[config.mk]
export PLATFORM = sky130hd
export DESIGN_NAME = miller_rabin_prime_test_unit
export DESIGN_NICKNAME = d
export VERILOG_FILES = /design/src/hdl/mrpt_pkg.sv /design/src/hdl/mrpt_modmul.sv /design/src/hdl/miller_rabin_prime_test_unit.sv
export SDC_FILE = /design/constraint.sdc
export NUM_CORES = 1
export LEC_CHECK = 0
export BUFFER_PORTS_ARGS = -buffer_cell sky130_fd_sc_hd__buf_2
export CORE_UTILIZATION = 57
export DETAILED_ROUTE_END_ITERATION = 12
export GPL_TIMING_DRIVEN = 0
export PLACE_DENSITY = 0.76
export SKIP_LAST_GASP = 1
export SLEW_MARGIN = 30
export SYNTH_ARGS = -nofsm -noshare
export SYNTH_HDL_FRONTEND = slang
export SYNTH_HIERARCHICAL = 1
export SYNTH_SLANG_ARGS = --single-unit
[constraint.sdc]
create_clock -name clk_i -period 7 [get_ports clk_i]
set_input_delay 1.4 -clock clk_i [delete_from_list [all_inputs] [get_ports clk_i]]
set_output_delay 1.4 -clock clk_i [all_outputs]
set_load 0.01 [all_outputs]
[src/hdl/mrpt_pkg.sv]
// ----------------------------------------------------------------------------
// Miller-Rabin prime test package
// Shared widths, witness base table and the modular multiplier request type.
// ----------------------------------------------------------------------------
package mrpt_pkg;

  // Width of the candidate and of every residue.
  localparam int unsigned CandW = 63;
  // Width of a witness base constant.
  localparam int unsigned BaseW = 31;
  // Number of witness bases and the width of their index.
  localparam int unsigned NumBases = 7;
  localparam int unsigned BaseIdxW = 3;
  // Width of the multiplier bit counter and of the squaring counter.
  localparam int unsigned CntW = 6;

  // Request to the shared modular multiplier.
  typedef struct packed {
    logic             start;
    logic [CandW-1:0] op_a;
    logic [CandW-1:0] op_b;
  } mm_req_t;

  // Fixed witness bases of the deterministic 64-bit test.
  function automatic logic [BaseW-1:0] witness_base(input logic [BaseIdxW-1:0] idx);
    logic [BaseW-1:0] b;
    case (idx)
      3'd0:    b = 31'd2;
      3'd1:    b = 31'd325;
      3'd2:    b = 31'd9375;
      3'd3:    b = 31'd28178;
      3'd4:    b = 31'd450775;
      3'd5:    b = 31'd9780504;
      3'd6:    b = 31'd1795265022;
      default: b = 31'd2;
    endcase
    return b;
  endfunction

endpackage

[src/hdl/mrpt_modmul.sv]
// ----------------------------------------------------------------------------
// Bit-serial modular multiplier
// Computes (op_a * op_b) mod m, most significant bit of op_b first, with one
// conditional add and reduce per cycle. Requires op_a < m.
// ----------------------------------------------------------------------------
module mrpt_modmul (
  input  logic                       clk_i,
  input  logic                       rst_ni,
  input  mrpt_pkg::mm_req_t          req_i,
  input  logic [mrpt_pkg::CandW-1:0] mod_i,
  output logic                       done_o,
  output logic [mrpt_pkg::CandW-1:0] res_o
);

  localparam int unsigned W = mrpt_pkg::CandW;
  localparam logic [mrpt_pkg::CntW-1:0] LastBit = mrpt_pkg::CntW'(W - 1);

  logic             busy_q, busy_d;
  logic             phase_q, phase_d;
  logic             done_q, done_d;
  logic [mrpt_pkg::CntW-1:0] cnt_q, cnt_d;
  logic [W-1:0]     a_q, a_d;
  logic [W-1:0]     b_q, b_d;
  logic [W-1:0]     m_q, m_d;
  logic [W-1:0]     acc_q, acc_d;
  logic [W-1:0]     addend;
  logic [W:0]       sum;
  logic [W:0]       diff;
  logic [W-1:0]     red;

  // Phase 0 doubles the accumulator, phase 1 adds op_a when the bit is set.
  // Both operands are below m, so one subtraction brings the sum below m.
  always_comb begin
    addend = phase_q ? (b_q[W-1] ? a_q : '0) : acc_q;
    sum    = {1'b0, acc_q} + {1'b0, addend};
    diff   = sum - {1'b0, m_q};
    red    = (sum >= {1'b0, m_q}) ? diff[W-1:0] : sum[W-1:0];
  end

  // Sequencing of the bit steps.
  always_comb begin
    busy_d  = busy_q;
    phase_d = phase_q;
    done_d  = 1'b0;
    cnt_d   = cnt_q;
    a_d     = a_q;
    b_d     = b_q;
    m_d     = m_q;
    acc_d   = acc_q;
    if (req_i.start) begin
      busy_d  = 1'b1;
      phase_d = 1'b0;
      cnt_d   = '0;
      a_d     = req_i.op_a;
      b_d     = req_i.op_b;
      m_d     = mod_i;
      acc_d   = '0;
    end else if (busy_q) begin
      acc_d   = red;
      phase_d = ~phase_q;
      if (phase_q) begin
        b_d   = {b_q[W-2:0], 1'b0};
        cnt_d = cnt_q + 1'b1;
        if (cnt_q == LastBit) begin
          busy_d = 1'b0;
          done_d = 1'b1;
        end
      end
    end
  end

  always_ff @(posedge clk_i or negedge rst_ni) begin
    if (!rst_ni) begin
      busy_q  <= 1'b0;
      phase_q <= 1'b0;
      done_q  <= 1'b0;
      cnt_q   <= '0;
    end else begin
      busy_q  <= busy_d;
      phase_q <= phase_d;
      done_q  <= done_d;
      cnt_q   <= cnt_d;
    end
  end

  always_ff @(posedge clk_i) begin
    a_q   <= a_d;
    b_q   <= b_d;
    m_q   <= m_d;
    acc_q <= acc_d;
  end

  assign done_o = done_q;
  assign res_o  = acc_q;

endmodule

[src/hdl/miller_rabin_prime_test_unit.sv]
// A candidate below 3 or even goes straight to S_DONE once taken; otherwise
// each of the seven bases needs one modular multiplication for the reduction
// plus those for the power and the squarings, all on the bit-serial multiplier.
// Throughput: one item at a time; a new item is taken once the last is done.
// Reset: asynchronous, active low; clears the sequencer and the output valid.
// ----------------------------------------------------------------------------
// Miller-Rabin prime test unit
// Deterministic primality test of a 63-bit candidate with seven witness
// bases, built around one shared bit-serial modular multiplier.
// ----------------------------------------------------------------------------
module miller_rabin_prime_test_unit (
  input  logic                       clk_i,
  input  logic                       rst_ni,
  input  logic                       in_valid_i,
  output logic                       in_ready_o,
  input  logic [mrpt_pkg::CandW-1:0] candidate_i,
  output logic                       out_valid_o,
  input  logic                       out_ready_i,
  output logic                       is_prime_o
);

  localparam int unsigned W = mrpt_pkg::CandW;
  localparam logic [mrpt_pkg::BaseIdxW-1:0] LastBase =
    mrpt_pkg::BaseIdxW'(mrpt_pkg::NumBases - 1);

  typedef enum logic [11:0] {
    S_IDLE  = 12'b000000000001,
    S_SPLIT = 12'b000000000010,
    S_RED   = 12'b000000000100,
    S_REDW  = 12'b000000001000,
    S_PCHK  = 12'b000000010000,
    S_PMULW = 12'b000000100000,
    S_PSQI  = 12'b000001000000,
    S_PSQW  = 12'b000010000000,
    S_SQCHK = 12'b000100000000,
    S_SQW   = 12'b001000000000,
    S_FIN   = 12'b010000000000,
    S_DONE  = 12'b100000000000
  } state_e;

  state_e state_q, state_d;
  logic [W-1:0] x_q, x_d;
  logic [W-1:0] odd_q, odd_d;
  logic [W-1:0] e_q, e_d;
  logic [W-1:0] base_q, base_d;
  logic [W-1:0] acc_q, acc_d;
  logic [mrpt_pkg::CntW-1:0] t_q, t_d;
  logic [mrpt_pkg::CntW-1:0] tc_q, tc_d;
  logic [mrpt_pkg::BaseIdxW-1:0] idx_q, idx_d;
  logic prime_q, prime_d;
  logic out_valid_q, out_valid_d;
  logic is_prime_q, is_prime_d;

  mrpt_pkg::mm_req_t mm_req;
  logic              mm_done;
  logic [W-1:0]      mm_res;

  // Shared modular multiplier.
  mrpt_modmul u_modmul (
    .clk_i  (clk_i),
    .rst_ni (rst_ni),
    .req_i  (mm_req),
    .mod_i  (x_q),
    .done_o (mm_done),
    .res_o  (mm_res)
  );

  assign in_ready_o = (state_q == S_IDLE);

  // Sequencer: split, reduce base, power, squarings, next base.
  always_comb begin
    state_d     = state_q;
    x_d         = x_q;
    odd_d       = odd_q;
    e_d         = e_q;
    base_d      = base_q;
    acc_d       = acc_q;
    t_d         = t_q;
    tc_d        = tc_q;
    idx_d       = idx_q;
    prime_d     = prime_q;
    out_valid_d = out_valid_q;
    is_prime_d  = is_prime_q;
    mm_req      = '0;

    if (out_valid_q && out_ready_i) begin
      out_valid_d = 1'b0;
    end

    case (state_q)
      S_IDLE: begin
        if (in_valid_i) begin
          x_d   = candidate_i;
          odd_d = candidate_i - W'(1);
          t_d   = '0;
          idx_d = '0;
          if (candidate_i <= W'(2) || !candidate_i[0]) begin
            prime_d = (candidate_i == W'(2));
            state_d = S_DONE;
          end else begin
            state_d = S_SPLIT;
          end
        end
      end
      S_SPLIT: begin
        if (odd_q[0]) begin
          state_d = S_RED;
        end else begin
          odd_d = {1'b0, odd_q[W-1:1]};
          t_d   = t_q + 1'b1;
        end
      end
      S_RED: begin
        mm_req.start = 1'b1;
        mm_req.op_a  = W'(1);
        mm_req.op_b  = W'(mrpt_pkg::witness_base(idx_q));
        state_d      = S_REDW;
      end
      S_REDW: begin
        if (mm_done) begin
          base_d  = mm_res;
          acc_d   = W'(1);
          e_d     = odd_q;
          state_d = S_PCHK;
        end
      end
      S_PCHK: begin
        if (e_q == '0) begin
          tc_d    = t_q;
          state_d = S_SQCHK;
        end else if (e_q[0]) begin
          mm_req.start = 1'b1;
          mm_req.op_a  = acc_q;
          mm_req.op_b  = base_q;
          state_d      = S_PMULW;
        end else begin
          state_d = S_PSQI;
        end
      end
      S_PMULW: begin
        if (mm_done) begin
          acc_d   = mm_res;
          state_d = S_PSQI;
        end
      end
      S_PSQI: begin
        mm_req.start = 1'b1;
        mm_req.op_a  = base_q;
        mm_req.op_b  = base_q;
        state_d      = S_PSQW;
      end
      S_PSQW: begin
        if (mm_done) begin
          base_d  = mm_res;
          e_d     = {1'b0, e_q[W-1:1]};
          state_d = S_PCHK;
        end
      end
      S_SQCHK: begin
        if (tc_q == '0) begin
          state_d = S_FIN;
        end else begin
          tc_d         = tc_q - 1'b1;
          mm_req.start = 1'b1;
          mm_req.op_a  = acc_q;
          mm_req.op_b  = acc_q;
          state_d      = S_SQW;
        end
      end
      S_SQW: begin
        if (mm_done) begin
          if (mm_res == '0) begin
            state_d = S_FIN;
          end else if (mm_res == W'(1) && acc_q != W'(1) && acc_q != (x_q - W'(1))) begin
            // A nontrivial square root of one proves the candidate composite.
            prime_d = 1'b0;
            state_d = S_DONE;
          end else begin
            acc_d   = mm_res;
            state_d = S_SQCHK;
          end
        end
      end
      S_FIN: begin
        if (acc_q > W'(1)) begin
          prime_d = 1'b0;
          state_d = S_DONE;
        end else if (idx_q == LastBase) begin
          prime_d = 1'b1;
          state_d = S_DONE;
        end else begin
          idx_d   = idx_q + 1'b1;
          state_d = S_RED;
        end
      end
      S_DONE: begin
        // Hand the result to the output register once it is free.
        if (!out_valid_q || out_ready_i) begin
          out_valid_d = 1'b1;
          is_prime_d  = prime_q;
          state_d     = S_IDLE;
        end
      end
      default: begin
        state_d = S_IDLE;
      end
    endcase
  end

  always_ff @(posedge clk_i or negedge rst_ni) begin
    if (!rst_ni) begin
      state_q     <= S_IDLE;
      out_valid_q <= 1'b0;
      t_q         <= '0;
      tc_q        <= '0;
      idx_q       <= '0;
    end else begin
      state_q     <= state_d;
      out_valid_q <= out_valid_d;
      t_q         <= t_d;
      tc_q        <= tc_d;
      idx_q       <= idx_d;
    end
  end

  always_ff @(posedge clk_i) begin
    x_q        <= x_d;
    odd_q      <= odd_d;
    e_q        <= e_d;
    base_q     <= base_d;
    acc_q      <= acc_d;
    prime_q    <= prime_d;
    is_prime_q <= is_prime_d;
  end

  assign out_valid_o = out_valid_q;
  assign is_prime_o  = is_prime_q;

`ifndef SYNTHESIS
  // The multiplier finishes only while the sequencer waits for it.
  a_done_in_wait: assert property (@(posedge clk_i) disable iff (!rst_ni)
    mm_done |-> (state_q == S_REDW || state_q == S_PMULW ||
                 state_q == S_PSQW || state_q == S_SQW))
    else $error("multiplier result arrived outside a wait state");

  // An even candidate other than two is declared composite at once.
  a_even_composite: assert property (@(posedge clk_i) disable iff (!rst_ni)
    (in_valid_i && in_ready_o && !candidate_i[0] && candidate_i != W'(2))
      |=> (state_q == S_DONE && !prime_q))
    else $error("even candidate not flagged composite");

  // The squaring count never exceeds the power of two in candidate minus one.
  a_sq_count: assert property (@(posedge clk_i) disable iff (!rst_ni)
    (state_q == S_SQCHK || state_q == S_SQW) |-> (tc_q <= t_q))
    else $error("squaring counter out of range");
`endif

endmodule
Word-level counts from Yosys, hierarchy flattened
Cells that the tools add are included.
{"block": "word_totals", "ff_bits": 606, "latch_bits": 0, "ram_bits": 0, "romBits": 0, "inputBits": 67, "output_inout_bits": 3, "word_cells": 177, "memories": 0}
{"block": "classes", "n_addsub": 8, "multipliers": 0, "div": 0, "order_cmp": 3, "n_eq_ne": 41, "shifts": 0, "mux": 72, "n_bitwise": 1, "reduce_logical": 31}
{"op": "$mux 63", "count": 15}
{"op": "$pmux 127 s4", "count": 1}
{"op": "$mux 127", "count": 3}
{"op": "$pmux 63 s2", "count": 2}
{"op": "$pmux 63 s3", "count": 1}
{"op": "$pmux 31 s6", "count": 1}
{"op": "$mux 12", "count": 11}
{"op": "$pmux 12 s11", "count": 1}
{"op": "$logic_not 63->1", "count": 2}
{"op": "$sub 63x1->63 const B", "count": 2}
{"op": "$add 63x63->64", "count": 1}
{"op": "$ge 64x63->1", "count": 1}
{"op": "$eq 63x1->1 const B", "count": 1}
{"op": "$eq 63x2->1 const B", "count": 1}
{"op": "$gt 63x1->1 const B", "count": 1}
{"op": "$le 63x2->1 const B", "count": 1}
{"op": "$ne 63x1->1 const B", "count": 1}
{"op": "$ne 63x63->1", "count": 1}
{"op": "$sub 63x63->63", "count": 1}
{"op": "$mux 6", "count": 7}
{"op": "$pmux 6 s2", "count": 2}
{"op": "$ne 2x2->1 const B", "count": 11}
{"op": "$mux 1", "count": 20}
{"op": "$add 6x1->6 const B", "count": 2}
{"op": "39 further kinds", "count": 66}

Depth between registers and ports, before layout
{"block": "logic_depth", "depth_word": 7, "ltp_mapped": 33, "ltp_nobuf": 29}

Cells and area by module
The synthesis kept the hierarchy.
{"module": "miller_rabin_prime_test_unit", "instances": 1, "cells_per_inst": 1567, "area_each_um2": 18282.5}
{"module": "mrpt_modmul", "instances": 1, "cells_per_inst": 1975, "area_each_um2": 18102.4}

Worst setup path after synthesis
Ideal clock, no wire load.
{"block": "synth_timing", "path_kind": "flip-flop to flip-flop", "start": "register e_q[0]", "end": "register u_modmul.b_q[0] (enable)", "setup_time_ns": 0.408, "t_arrival_ns": 6.837, "required_ns": 6.592, "setup_slack_ns": -0.245, "path_stages_with_launch": 10, "path_buffers": 2, "cell_sequence": "edfxtp_1 nor4_1 nand4_1 nor4_1 nor2_1 nand2_1 nand4_1 clkbuf_1 clkbuf_1 or2_2"}
{"element": "start, declared", "line": "miller_rabin_prime_test_unit.sv:44", "text": "logic [W-1:0] e_q, e_d;"}
{"element": "start signal, assigned", "line": "miller_rabin_prime_test_unit.sv:229", "text": "e_q <= e_d;"}
{"element": "end signal, assigned", "line": "mrpt_modmul.sv:88", "text": "b_q <= b_d;"}
{"element": "end, declared", "line": "mrpt_modmul.sv:23", "text": "logic [W-1:0] b_q, b_d;"}

Final worst setup path
{"block": "layout_timing", "start": "register u_modmul.phase_q", "end": "register u_modmul.acc_q[5], in the netlist u_modmul/res_o[5]"}
{"block": "layout_via", "elab_chain_len": 4, "word_cells_on_any_way": 5, "cone_classes": "add/sub (2); order compare (1); mux (2)"}
{"element": "start, declared", "line": "mrpt_modmul.sv:19", "text": "logic phase_q, phase_d;"}
{"element": "start signal, assigned", "line": "mrpt_modmul.sv:80", "text": "phase_q <= phase_d;"}
{"element": "$mux 63 *", "line": "mrpt_modmul.sv:34", "text": "addend = phase_q ? (b_q[W-1] ? a_q : '0) : acc_q;"}
{"element": "$add 63x63->64 *", "line": "mrpt_modmul.sv:35", "text": "sum = {1'b0, acc_q} + {1'b0, addend};"}
{"element": "$sub 63x63->63 / $ge 64x63->1 (equally long branches)", "line": "mrpt_modmul.sv:36, mrpt_modmul.sv:37"}
{"element": "$mux 63 *", "line": "mrpt_modmul.sv:37", "text": "red = (sum >= {1'b0, m_q}) ? diff[W-1:0] : sum[W-1:0];"}
{"element": "end signal, assigned", "line": "mrpt_modmul.sv:90", "text": "acc_q <= acc_d;"}
{"element": "end, declared", "line": "mrpt_modmul.sv:25", "text": "logic [W-1:0] acc_q, acc_d;"}
Every way passes the cells marked *; elsewhere a longest branch is shown, timed or not.
A chain may end at the register's enable or synchronous reset.

==> out/metrics.csv <==
stage,metric,value,unit
clocking,CTS buffer count,67,
clocking,CTS Buffer Depth,3,
placed_design,GP Congestion,1.02,
placed_design,PortBufs,69,
drt,WL per Instance,26.0,um
logic_synthesis,Post-synth top cells,"506 x edfxtp_1, 312 x a21oi_1, 267 x nand2_1",
clocking,H-tree depth,3,
status,run status,completed,
die,Die Height,255,um
logic_synthesis,Cells after Synth,3542,
setup_path,Setup CP Type,reg2reg,
setup_path,Worst Path Buf+Inv,6,
clocking,CTS Hold Buffers Added,0,
logic_synthesis,number of flops mapped to enable cells by yosys,506,
logic_synthesis,YS warnings,6,
final_layout,"Core Util, Final",0.652,
logic_synthesis,share of the synthesized area in the top cell type,0.418,
global_route,initial antenna violation count,1,
sta,max-slew violation count,0,
logic_synthesis,Synth cell types,105,
drt,via count,29800,
setup_path,"Largest stage delay, worst path",500,ps
clocking,clk sinks,606,
clocking,Worst-path clk slew,60,ps
final_layout,Final #Nets,3933,
sta,fin crit period,6880,ps
logic_synthesis,most common cell in the synthesized netlist,edfxtp_1,
sta,highest clock rate,145,MHz
global_route,Overall Global Routing Usage,0.366,
logic_synthesis,"Seq/Total Area, Yosys",0.478,
placed_design,cell count after placement,4478,
global_route,largest net degree at the start of global routing,64,
drt,Final ANT Viol Nets,0,
clocking,CTS tree,yes,
setup_path,WP data arrival,7430,ps
drt,final WL,120,mm
die,die width,255,um
logic_synthesis,"FFs w/ async S/R, synth",0.0611,
sta,Final Setup Violations,0,
final_layout,Layout area overhead,13.1,%
setup_path,WP data required,7540,ps
sta,Final Hold Vio Count,0,
setup_path,Crit path max-delay family,compound AO/OA/AOI/OAI gates,
sta,Rel. slew slack,0.235,
setup_path,Worst setup EP type,flip-flop,
drt,DR iter-0 viols,3708,
hold_path,Hold Path Class,reg2reg,
run,Max-Cap Viols,0,
logic_synthesis,syn nets,3750,
logic_synthesis,Post-Syn Area,36400,um^2
setup_path,Worst path slowest cell,dfrtp_2,
die,Rows,92,
setup_path,CP Max Fanout,10,
die,Initial Util,0.577,
setup_path,CP startpoint kind,flip-flop,
die,CORE AREA,63100,um^2
logic_synthesis,largest cells by area after synthesis,"edfxtp_1 42%, ha_1 4.8%, a21oi_1 4.3%",
sta,Clock Skews,28.7,ps
logic_synthesis,#FFs+latches synth,606,
logic_synthesis,leading area contributor after synthesis,edfxtp_1,
clocking,"Clk Latency, worst-skew pair",630,ps
final_layout,share of cells above drive strength 1,0.140,
sta,Worst Tran Pin Value,1140,ps
sta,Final TNS setup,0,ps
logic_synthesis,post-synthesis average cell area,10.3,um^2
sta,Tcrit/Tclk final,0.984,
global_route,grt ovf,0,
die,# IOs,70,
drt,number of remaining DRC errors,0,
logic_synthesis,Main synth FF type,edfxtp_1,
global_route,global-route wire length before repair,173,mm
drt,DRT Pass-1 Iters,6,
clocking,Root Driver,clkbuf_16,
sta,hold slack,456,ps
global_route,vias in the first global route,27900,
drt,drt via density,6.45,
final_layout,fin cells,4626,
placed_design,Post-DP HPWL,93.4,mm
die,Die Area,64800,um^2
[area by class of cell]
type | instances | area (um^2)
sequential | 606 | 17400
tap | 846 | 1060
fill | 5112 | 21900
multi-input combinational | 2586 | 18100
clock inverter | 31 | 372
timing repair buffer | 116 | 913
buffer | 155 | 734
antenna | 1 | 2.50
clock buffer | 92 | 1830
inverter | 193 | 727
[sequential cells by signal, indices dropped and copies added, names as in the netlist, 3 cells and up]
name / cells
acc_q: 63
base_q: 63
e_q: 63
odd_q: 63
u_modmul/a_q: 63
u_modmul/b_q: 63
u_modmul/m_q: 63
u_modmul/res_o: 63
x_q: 63
state_q: 12
t_q: 6
tc_q: 6
u_modmul/cnt_q: 6
idx_q: 3
[cells by family after synthesis]
kind of cell	synth area share
and+or+nand+nor	0.156
AOI/OAI and AO/OA	0.167
DFF	0.478
buffers and inverters	0.0379
xor gates and xnor gates	0.0654
muxes	0.0478
adders and majority gates	0.0489
[metal layers]
layer / track usage / part of all wire / up-vias
met5: 0 / 0 / -
met4: 0.190 / 0.057 / 0
met3: 0.0726 / 0.10 / 319
met2: 0.556 / 0.44 / 1717
met1: 0.497 / 0.40 / 14200
li1: - / - / 13600
[what timing repair did]
| action | in CTS | in global routing |
|---|---|---|
| buffers inserted | 4 | 19 |
| endpoints found under the setup margin | 63 | 63 |
| gates resized for setup | 31 | 102 |
| cloned | 0 | 2 |
| pin swaps | 7 | 31 |
[stage by stage]
stage | setup WS, ps | instance area, um^2
after floorplan | 47.2 | 36400
after global placement | -4240 | 37800
after detailed placement | -1470 | 38200
after CTS | 39.6 | 40500
after global routing | -29.6 | 41200
final | 115 | 41200
[path summary, 6_finish.rpt]
path | startpoint | end | slack [ps] | depth (start not counted)
max | u_modmul/phase_q | u_modmul/res_o[5] | 120 | 31
min | prime_q | is_prime_o | 460 | 0
max reg2reg | u_modmul/phase_q | u_modmul/res_o[5] | 120 | 31
min reg2reg | prime_q | is_prime_o | 460 | 0
max in group asynchronous | rst_ni | u_modmul/phase_q | 5690 | 1
min in group asynchronous | rst_ni | u_modmul/busy_q | 810 | 1
[cell usage in the layout (no fill, tap or decap), types with 62 or more instances in the layout]
| master | netlist | layout |
|---|---|---|
| nor2_1 | 251 | 247 |
| inv_1 | 193 | 192 |
| buf_2 | 14 | 77 |
| nand2_1 | 267 | 264 |
| and2_1 | 90 | 86 |
| nor4_1 | 104 | 98 |
| nor3_1 | 94 | 93 |
| mux2_2 | 126 | 126 |
| xnor2_1 | 157 | 153 |
| xor2_1 | 113 | 111 |
| clkbuf_16 | 0 | 68 |
| clkbuf_1 | 124 | 131 |
| nand3_1 | 63 | 62 |
| ha_1 | 139 | 134 |
| a22o_1 | 104 | 104 |
| o21ai_0 | 168 | 163 |
| a21oi_1 | 312 | 291 |
| dfxtp_1 | 63 | 63 |
| edfxtp_1 | 506 | 506 |
Power is left out: the tool's default activity adds up to more than one toggle a clock period on the data nets, which glitch-free logic cannot reach.
